`src/sv/bdq_pkg.sv`:
```
// ----------------------------------------------------------------------------
// bdq_pkg
// Shared types, constants and a ring index helper for the byte deque.
// ----------------------------------------------------------------------------
`default_nettype none

package bdq_pkg;

    localparam int DEPTH   = 16;
    localparam int IDX_W   = (DEPTH > 1) ? $clog2(DEPTH) : 1;
    localparam int CNT_W   = $clog2(DEPTH + 1);
    localparam int SUM_W   = IDX_W + 1;
    localparam int BYTE_W  = 8;
    localparam int COUNT_W = 5;

    typedef logic [IDX_W-1:0]  t_idx;
    typedef logic [CNT_W-1:0]  t_cnt;
    typedef logic [BYTE_W-1:0] t_byte;

    typedef enum logic [1:0] {
        FN_PUSH_FRONT = 2'd0,
        FN_PUSH_BACK  = 2'd1,
        FN_POP_FRONT  = 2'd2,
        FN_POP_BACK   = 2'd3
    } t_func;

    typedef enum logic [1:0] {
        ST_OK    = 2'd0,
        ST_FULL  = 2'd1,
        ST_EMPTY = 2'd2
    } t_status;

    typedef enum logic [2:0] {
        S_IDLE,
        S_EXEC,
        S_RD_FRONT,
        S_RD_BACK,
        S_CAP_BACK,
        S_OUT
    } t_state;

    typedef enum logic [1:0] {
        RD_POP,
        RD_FRONT,
        RD_BACK
    } t_rd_sel;

    typedef struct packed {
        logic    load;
        logic    exec;
        logic    cap_pop;
        logic    cap_front;
        logic    cap_back;
        t_rd_sel rd_sel;
    } t_cmd;

    // (base + off) mod DEPTH, for off <= DEPTH
    function automatic t_idx ring_add(input t_idx base, input t_cnt off);
        logic [SUM_W-1:0] sum;
        sum = SUM_W'(base) + SUM_W'(off);
        if (sum >= SUM_W'(DEPTH)) begin
            sum = sum - SUM_W'(DEPTH);
        end
        return IDX_W'(sum);
    endfunction

endpackage

`default_nettype wire

```
`src/sv/bdq_req_if.sv`:
```
// ----------------------------------------------------------------------------
// bdq_req_if
// Request channel: valid/ready with function code and push byte.
// ----------------------------------------------------------------------------
`default_nettype none

interface bdq_req_if
    import bdq_pkg::*;
();
    logic  valid;
    logic  ready;
    t_func func;
    t_byte value;

    modport source (output valid, output func, output value, input ready);
    modport sink   (input valid, input func, input value, output ready);
endinterface

`default_nettype wire

```
`src/sv/bdq_rsp_if.sv`:
```
// ----------------------------------------------------------------------------
// bdq_rsp_if
// Response channel: valid/ready with popped byte, ends, count and status.
// ----------------------------------------------------------------------------
`default_nettype none

interface bdq_rsp_if
    import bdq_pkg::*;
();
    logic               valid;
    logic               ready;
    t_byte              popped;
    t_byte              front_byte;
    t_byte              back_byte;
    logic [COUNT_W-1:0] count;
    logic               is_empty;
    t_status            status;

    modport source (output valid, output popped, output front_byte, output back_byte,
                    output count, output is_empty, output status, input ready);
    modport sink   (input valid, input popped, input front_byte, input back_byte,
                    input count, input is_empty, input status, output ready);
endinterface

`default_nettype wire

```
`src/sv/bdq_ctrl.sv`:
```
// ----------------------------------------------------------------------------
// bdq_ctrl
// Sequencer: accept a beat, execute, read popped/front/back bytes, present.
// ----------------------------------------------------------------------------
`default_nettype none

module bdq_ctrl
    import bdq_pkg::*;
(
    input  wire  i_clk,
    input  wire  i_rst_n,
    input  wire  i_req_valid,
    input  wire  i_rsp_ready,
    output logic o_req_ready,
    output logic o_rsp_valid,
    output t_cmd o_cmd
);

    t_state r_state;
    t_state n_state;

    always_ff @(posedge i_clk) begin
        if (!i_rst_n) begin
            r_state <= S_IDLE;
        end else begin
            r_state <= n_state;
        end
    end

    always_comb begin
        n_state = r_state;
        unique case (r_state)
            S_IDLE:     if (i_req_valid) n_state = S_EXEC;
            S_EXEC:     n_state = S_RD_FRONT;
            S_RD_FRONT: n_state = S_RD_BACK;
            S_RD_BACK:  n_state = S_CAP_BACK;
            S_CAP_BACK: n_state = S_OUT;
            S_OUT:      if (i_rsp_ready) n_state = S_IDLE;
            default:    n_state = S_IDLE;
        endcase
    end

    always_comb begin
        o_req_ready     = 1'b0;
        o_rsp_valid     = 1'b0;
        o_cmd           = '0;
        o_cmd.rd_sel    = RD_POP;
        unique case (r_state)
            S_IDLE: begin
                o_req_ready = 1'b1;
                o_cmd.load  = i_req_valid;
            end
            S_EXEC: begin
                o_cmd.exec   = 1'b1;
                o_cmd.rd_sel = RD_POP;
            end
            S_RD_FRONT: begin
                o_cmd.cap_pop = 1'b1;
                o_cmd.rd_sel  = RD_FRONT;
            end
            S_RD_BACK: begin
                o_cmd.cap_front = 1'b1;
                o_cmd.rd_sel    = RD_BACK;
            end
            S_CAP_BACK: begin
                o_cmd.cap_back = 1'b1;
            end
            S_OUT: begin
                o_rsp_valid = 1'b1;
            end
            default: begin
                o_req_ready = 1'b0;
            end
        endcase
    end

    a_no_overlap: assert property (@(posedge i_clk) disable iff (!i_rst_n)
        !(o_req_ready && o_rsp_valid))
        else $error("request and response open together");

    a_load_exec: assert property (@(posedge i_clk) disable iff (!i_rst_n)
        o_cmd.load |=> o_cmd.exec)
        else $error("accepted beat not executed");

    a_out_done: assert property (@(posedge i_clk) disable iff (!i_rst_n)
        (o_rsp_valid && i_rsp_ready) |=> o_req_ready)
        else $error("no return to idle after response beat");

endmodule

`default_nettype wire

```
`src/sv/bdq_dp.sv`:
```
// ----------------------------------------------------------------------------
// bdq_dp
// Ring store, front index, fill count and result registers.
// ----------------------------------------------------------------------------
`default_nettype none

module bdq_dp
    import bdq_pkg::*;
(
    input  wire                 i_clk,
    input  wire                 i_rst_n,
    input  t_cmd                i_cmd,
    input  t_func               i_func,
    input  t_byte               i_value,
    output t_byte               o_popped,
    output t_byte               o_front_byte,
    output t_byte               o_back_byte,
    output logic [COUNT_W-1:0]  o_count,
    output logic                o_is_empty,
    output t_status             o_status
);

    t_byte   r_mem [DEPTH];
    t_byte   r_rdata;
    t_idx    r_front;
    t_cnt    r_fill;
    t_func   r_func;
    t_byte   r_value;
    t_status r_status;
    t_byte   r_popped;
    t_byte   r_front_byte;
    t_byte   r_back_byte;

    t_idx    n_front;
    t_cnt    n_fill;
    t_status n_status;
    logic    wr_en;
    t_idx    wr_addr;
    t_idx    rd_addr;
    t_idx    back_addr;
    logic    full;
    logic    empty;
    logic    is_pop;

    assign full      = (r_fill == t_cnt'(DEPTH));
    assign empty     = (r_fill == '0);
    assign back_addr = ring_add(r_front, r_fill - 1'b1);
    assign is_pop    = (r_func == FN_POP_FRONT) || (r_func == FN_POP_BACK);

    always_comb begin
        n_front  = r_front;
        n_fill   = r_fill;
        n_status = ST_OK;
        wr_en    = 1'b0;
        wr_addr  = ring_add(r_front, r_fill);
        unique case (r_func)
            FN_PUSH_FRONT: begin
                if (full) begin
                    n_status = ST_FULL;
                end else begin
                    n_front = (r_front == '0) ? t_idx'(DEPTH - 1) : r_front - 1'b1;
                    wr_addr = n_front;
                    wr_en   = 1'b1;
                    n_fill  = r_fill + 1'b1;
                end
            end
            FN_PUSH_BACK: begin
                if (full) begin
                    n_status = ST_FULL;
                end else begin
                    wr_en  = 1'b1;
                    n_fill = r_fill + 1'b1;
                end
            end
            FN_POP_FRONT: begin
                if (empty) begin
                    n_status = ST_EMPTY;
                end else begin
                    n_front = ring_add(r_front, t_cnt'(1));
                    n_fill  = r_fill - 1'b1;
                end
            end
            FN_POP_BACK: begin
                if (empty) begin
                    n_status = ST_EMPTY;
                end else begin
                    n_fill = r_fill - 1'b1;
                end
            end
            default: begin
                n_status = ST_OK;
            end
        endcase
    end

    always_comb begin
        rd_addr = r_front;
        unique case (i_cmd.rd_sel)
            RD_POP:   rd_addr = (r_func == FN_POP_FRONT) ? r_front : back_addr;
            RD_FRONT: rd_addr = r_front;
            RD_BACK:  rd_addr = back_addr;
            default:  rd_addr = r_front;
        endcase
    end

    always_ff @(posedge i_clk) begin
        if (i_cmd.exec && wr_en) begin
            r_mem[wr_addr] <= r_value;
        end
        r_rdata <= r_mem[rd_addr];
    end

    always_ff @(posedge i_clk) begin
        if (!i_rst_n) begin
            r_front <= '0;
            r_fill  <= '0;
        end else if (i_cmd.exec) begin
            r_front <= n_front;
            r_fill  <= n_fill;
        end
    end

    always_ff @(posedge i_clk) begin
        if (i_cmd.load) begin
            r_func  <= i_func;
            r_value <= i_value;
        end
        if (i_cmd.exec) begin
            r_status <= n_status;
        end
        if (i_cmd.cap_pop) begin
            r_popped <= (is_pop && r_status == ST_OK) ? r_rdata : '0;
        end
        if (i_cmd.cap_front) begin
            r_front_byte <= empty ? '0 : r_rdata;
        end
        if (i_cmd.cap_back) begin
            r_back_byte <= empty ? '0 : r_rdata;
        end
    end

    assign o_popped     = r_popped;
    assign o_front_byte = r_front_byte;
    assign o_back_byte  = r_back_byte;
    assign o_count      = COUNT_W'(r_fill);
    assign o_is_empty   = empty;
    assign o_status     = r_status;

    a_fill_bound: assert property (@(posedge i_clk) disable iff (!i_rst_n)
        r_fill <= t_cnt'(DEPTH))
        else $error("fill count beyond depth");

    a_push_grow: assert property (@(posedge i_clk) disable iff (!i_rst_n)
        (i_cmd.exec && wr_en) |=> (r_fill == $past(r_fill) + 1'b1))
        else $error("push did not grow the queue");

    a_refused_hold: assert property (@(posedge i_clk) disable iff (!i_rst_n)
        (i_cmd.exec && n_status != ST_OK) |=> ($stable(r_fill) && $stable(r_front)))
        else $error("refused request changed the queue");

endmodule

`default_nettype wire

```
`src/sv/byte_deque.sv`:
```
// ----------------------------------------------------------------------------
// byte_deque
// Bounded double-ended byte queue over a ring store.
// ----------------------------------------------------------------------------
// One request is taken at a time: a request beat is answered by one response
// beat, and no new request is accepted until that response beat is taken.
// The pace is set by the single read port of the ring store, which reads the
// popped byte, then the new front byte, then the new back byte, one per cycle.
`default_nettype none

module byte_deque
    import bdq_pkg::*;
(
    input  wire      i_clk,
    input  wire      i_rst_n,
    bdq_req_if.sink  i_req,
    bdq_rsp_if.source o_rsp
);

    t_cmd cmd;

    bdq_ctrl u_ctrl (
        .i_clk       (i_clk),
        .i_rst_n     (i_rst_n),
        .i_req_valid (i_req.valid),
        .i_rsp_ready (o_rsp.ready),
        .o_req_ready (i_req.ready),
        .o_rsp_valid (o_rsp.valid),
        .o_cmd       (cmd)
    );

    bdq_dp u_dp (
        .i_clk        (i_clk),
        .i_rst_n      (i_rst_n),
        .i_cmd        (cmd),
        .i_func       (i_req.func),
        .i_value      (i_req.value),
        .o_popped     (o_rsp.popped),
        .o_front_byte (o_rsp.front_byte),
        .o_back_byte  (o_rsp.back_byte),
        .o_count      (o_rsp.count),
        .o_is_empty   (o_rsp.is_empty),
        .o_status     (o_rsp.status)
    );

endmodule

`default_nettype wire

```
`src/flat_wrapper.sv`:
```
// flat-port wrapper written by rule: the top's interface ports become plain ports
module byte_deque_flat import bdq_pkg::*;
  (i_clk, i_rst_n, i_req_valid, i_req_func, i_req_value, i_req_ready, o_rsp_valid, o_rsp_popped, o_rsp_front_byte, o_rsp_back_byte, o_rsp_count, o_rsp_is_empty, o_rsp_status, o_rsp_ready);
  bdq_req_if i_req_i ();
  bdq_rsp_if o_rsp_i ();
  input  wire i_clk;
  input  wire i_rst_n;
  input wire logic [$bits(i_req_i.valid)-1:0] i_req_valid;
  input wire logic [$bits(i_req_i.func)-1:0] i_req_func;
  input wire logic [$bits(i_req_i.value)-1:0] i_req_value;
  output wire logic [$bits(i_req_i.ready)-1:0] i_req_ready;
  output wire logic [$bits(o_rsp_i.valid)-1:0] o_rsp_valid;
  output wire logic [$bits(o_rsp_i.popped)-1:0] o_rsp_popped;
  output wire logic [$bits(o_rsp_i.front_byte)-1:0] o_rsp_front_byte;
  output wire logic [$bits(o_rsp_i.back_byte)-1:0] o_rsp_back_byte;
  output wire logic [$bits(o_rsp_i.count)-1:0] o_rsp_count;
  output wire logic [$bits(o_rsp_i.is_empty)-1:0] o_rsp_is_empty;
  output wire logic [$bits(o_rsp_i.status)-1:0] o_rsp_status;
  input wire logic [$bits(o_rsp_i.ready)-1:0] o_rsp_ready;
  assign i_req_i.valid = i_req_valid;
  assign i_req_i.func = i_req_func;
  assign i_req_i.value = i_req_value;
  assign i_req_ready = i_req_i.ready;
  assign o_rsp_valid = o_rsp_i.valid;
  assign o_rsp_popped = o_rsp_i.popped;
  assign o_rsp_front_byte = o_rsp_i.front_byte;
  assign o_rsp_back_byte = o_rsp_i.back_byte;
  assign o_rsp_count = o_rsp_i.count;
  assign o_rsp_is_empty = o_rsp_i.is_empty;
  assign o_rsp_status = o_rsp_i.status;
  assign o_rsp_i.ready = o_rsp_ready;
  byte_deque u_core (.i_clk(i_clk), .i_rst_n(i_rst_n), .i_req(i_req_i), .o_rsp(o_rsp_i));
endmodule
```
`config.mk`:
```
export PLATFORM = sky130hd
export DESIGN_NAME = byte_deque_flat
export DESIGN_NICKNAME = d
export VERILOG_FILES = /design/src/sv/bdq_pkg.sv /design/src/sv/bdq_req_if.sv /design/src/sv/bdq_rsp_if.sv /design/src/sv/bdq_ctrl.sv /design/src/sv/bdq_dp.sv /design/src/sv/byte_deque.sv /design/src/flat_wrapper.sv
export SDC_FILE = /design/constraint.sdc
export NUM_CORES = 1
export LEC_CHECK = 0
export BUFFER_PORTS_ARGS = -buffer_cell sky130_fd_sc_hd__buf_2
export CAP_MARGIN = 5
export CELL_PAD_IN_SITES_DETAIL_PLACEMENT = 0
export CELL_PAD_IN_SITES_GLOBAL_PLACEMENT = 1
export CORE_MARGIN = 5
export CORE_UTILIZATION = 49
export DETAILED_ROUTE_END_ITERATION = 10
export HOLD_SLACK_MARGIN = 0.03
export PLACE_DENSITY = 0.79
export SLEW_MARGIN = 20
export SYNTH_ARGS = -nofsm -noshare
export SYNTH_HDL_FRONTEND = slang
export SYNTH_SLANG_ARGS = --single-unit
```
`constraint.sdc`:
```
create_clock -name i_clk -period 7.25 [get_ports i_clk]
set_clock_uncertainty 0.2 [all_clocks]
set_input_delay 1.0875 -clock i_clk [delete_from_list [all_inputs] [get_ports i_clk]]
set_output_delay 1.0875 -clock i_clk [all_outputs]
set_load 0.005 [all_outputs]
```
==> flow_summary.toml <==
[power_and_ir_drop]
switchingPower_uw = 741
vdd_drop_max_mv = 0.207
p_int_uw = 1990
p_sw_frac = 0.272
leakage_uw = 0.00301
power_frac_clock = 0.333
p_comb_frac = 0.194
powerDensity_nw_per_um2 = 316
seq_power_share = 0.473

[critical_path]
path_class = "reg2out"
reg2reg_from = "u_core.u_dp.o_count[0]"
critPathMaxFanout = 10
crit_required_ns = 5.96
reg2reg_depth = 7
critPathCapture = "o_rsp_is_empty"
end_kind = "output pin"
rrSetupSlack_ns = 3.87
crit_path_start = "u_core.u_dp.o_count[0]"
r2r_end = "u_core.u_dp.r_mem[7][3]"
arrival_ns = 2.19
start_kind = "flop"

[timing]
post-route-period-util = 0.479
hold_viol_final = 0
min_period_ns = 3.48
finalSetupViolCount = 0
fmaxAchievable_mhz = 288
setup_tns_ns = 0
rsz0062_at_grt = "false"
relSlewSlack = 0.313
tightest_slew_ns = 1.03
drv_slew = 0

[route]
avgViaCountPerCell = 5.57
vias = 4019
avgRoutedWirePerCell_um = 20.9
ant_nets = 0
dr.pass1.iters = 5
totalWireLength_um = 15100
drt-initial-drc-count = 244
drc_errors = 0

[placement]
gp_congestion = 0.793
hpwl_um = 10200
portBuffers = 47

[die]
rows = 45
dieArea_um2 = 18200
die_y_um = 135
start_util = 0.500
core-area_um2 = 15300
ios = 48
die_w_um = 135

[logic_synthesis]
netlist_area_um2 = 7630
yosysSeqAreaShare = 0.697
synth.largest_area_cell = "edfxtp_1"
netlist_instances = 448
synth_top_area_frac = 0.645
synthArstFlopShare = 0
syn_avg_cell_area_um2 = 17.0
yosys-top-cells-area = "edfxtp_1 65%, dfxtp_1 5.2%, mux4_1 5.2%, mux4_2 5.0%, o21ai_0 2.5%"
synth_nets = 475
synth-main-ff-cell = "edfxtp_1"
synth_edf_count = 164
synth_seq_cells = 184
synth_cell_types = 43
ys_warn_count = 0

[global_routing]
track_usage = 0.177
antenna_found_initial = 0
grt_max_degree = 33
grt_overflow = 0
grt_first_pass_wirelength_um = 23900
first_global_vias = 4037

[status]
outcome = "finished, final reports clean"

[final_layout]
syn_to_final_growth_pct = 13.0
layout-drive-gt1-share = 0.202
fill_cells = 1178
diodes = 0
finish.utilization = 0.566
final_nets = 525

[clock_network]
clkLatencyLatePin_ns = 0.43
ctsHoldBuffers = 0
numCtsBuffers = 17
cts_sinks = 184
post_cts_buffers = 0
cts_tree = "yes"
htreeDepth = 4
cts_resized = 0
clk_pin_slew_worst_paths_ns = 0.07
cts_root_buf = "clkbuf_16"
cts_buffer_depth = 2

[hold_path]
hold_path_class = "reg2reg"

[job]
maxCapViolCount = 0
-- cell type report --
class | instances | area, µm² | share of cell area
tap | 211 | 264 | 0.0306
clock inverter | 13 | 145 | 0.0168
sequential | 184 | 5330 | 0.617
timing repair buffer | 49 | 250 | 0.0290
clock buffer | 19 | 433 | 0.0502
multi-input combinational | 238 | 2180 | 0.253
inverter | 8 | 30.0 | 0.00348
-- cell usage in the layout (no fill, tap or decap), drive strengths merged, types with 2 or more instances in the layout --
| master | count |
|---|---|
| nand3 | 12 |
| clkinvlp | 2 |
| nor2 | 24 |
| o211a | 2 |
| mux2i | 10 |
| nand4 | 8 |
| or3 | 2 |
| inv | 12 |
| xnor2 | 6 |
| a21o | 3 |
| bufinv | 2 |
| o31ai | 2 |
| nor3 | 6 |
| ha | 11 |
| buf | 49 |
| o21ba | 2 |
| clkbuf | 19 |
| clkinv | 5 |
| nor3b | 6 |
| nand2 | 12 |
| mux4 | 32 |
| edfxtp | 164 |
| dfxtp | 20 |
| o21a | 3 |
| o21ai | 38 |
| fa | 2 |
| xor2 | 12 |
| a21oi | 6 |
| and3 | 3 |
| and2 | 15 |
| nor2b | 12 |
-- cell usage after synthesis, types with 6 or more instances --
cell	number
edfxtp_1	164
o21ai_0	38
nor2_1	24
dfxtp_1	20
mux4_2	17
and2_1	15
mux4_1	15
nand2_1	12
nand3_1	12
nor2b_1	12
xor2_1	12
ha_1	11
mux2i_1	9
inv_1	8
nand4_1	8
a21oi_1	6
nor3_1	6
xnor2_1	6
-- kinds of logic after synthesis --
kind of cell | after synthesis | synth area share
adders and majority gates | 13 | 0.0233
and+or+nand+nor | 103 | 0.0736
DFF | 184 | 0.697
AOI/OAI and AO/OA | 61 | 0.0480
xor gates and xnor gates | 18 | 0.0206
muxes | 43 | 0.118
buffers and inverters | 26 | 0.0190
-- critical path, stage by stage, from the launching register on --
cell,delay [ns]
dfxtp_1,0.38
inv_1,0.14
ha_1,0.21
nor4b_2,0.78
buf_2,0.25
-- metal layers --
layer,up-vias,routed length [µm],track usage
li1,1853,-,-
met2,129,7310,0.285
met3,24,886,0.0484
met1,2013,6660,0.238
met5,-,0,0
met4,0,269,0.0554
-- stage by stage --
stage / cell area, µm² / power (µW) / hold WS [ns] / cells / setup slack (ns)
3_5_place_dp: 8050 / 1850 / 0.343 / 690 / 3.88
3_3_place_gp: 8050 / 1840 / 0.325 / 690 / 3.92
2_1_floorplan: 7630 / 1690 / 0.298 / 448 / 4.50
6_report: 8630 / 2730 / 0.353 / 722 / 3.77
4_1_cts: 8620 / 2750 / 0.358 / 722 / 3.70
5_1_grt: 8630 / 2850 / 0.384 / 722 / 3.55
-- state kept, by name (all words and copies together) (netlist names) --
register / flops
u_core.u_dp.r_rdata: 8
u_core.u_dp.r_front: 4
u_core.u_ctrl.r_state: 3
u_core.u_dp.r_value: 8
u_core.u_dp.o_back_byte: 8
u_core.u_dp.r_func: 2
u_core.u_dp.o_front_byte: 8
u_core.u_dp.r_mem: 128
u_core.u_dp.o_popped: 8
u_core.u_dp.o_count: 5
u_core.u_dp.o_status: 2
-- power by group through the flow --
stage                     clock network, µW  logic, µW  registers [µW]
final                                   907        530            1290
after global routing                    969        584            1300
after CTS                               921        537            1290
after detailed placement                  0        534            1310
after global placement                    0        527            1310
after floorplan                           0        413            1280
-- how the worst min path moves through the flow --
stage                                 from                       to  depth (start not counted)  slack (ns)
global placement    u_core.u_dp.r_rdata[2]  u_core.u_dp.o_popped[2]                          1        0.33
detailed placement  u_core.u_dp.r_rdata[1]  u_core.u_dp.o_popped[1]                          1        0.34
global route        u_core.u_dp.r_rdata[5]  u_core.u_dp.o_popped[5]                          1        0.38
floorplan           u_core.u_dp.r_rdata[0]  u_core.u_dp.o_popped[0]                          1        0.30
finish              u_core.u_dp.r_rdata[6]  u_core.u_dp.o_popped[6]                          1        0.35
CTS                 u_core.u_dp.r_rdata[1]  u_core.u_dp.o_popped[1]                          1        0.36
Note: power is estimated with default switching activity, not from simulation.
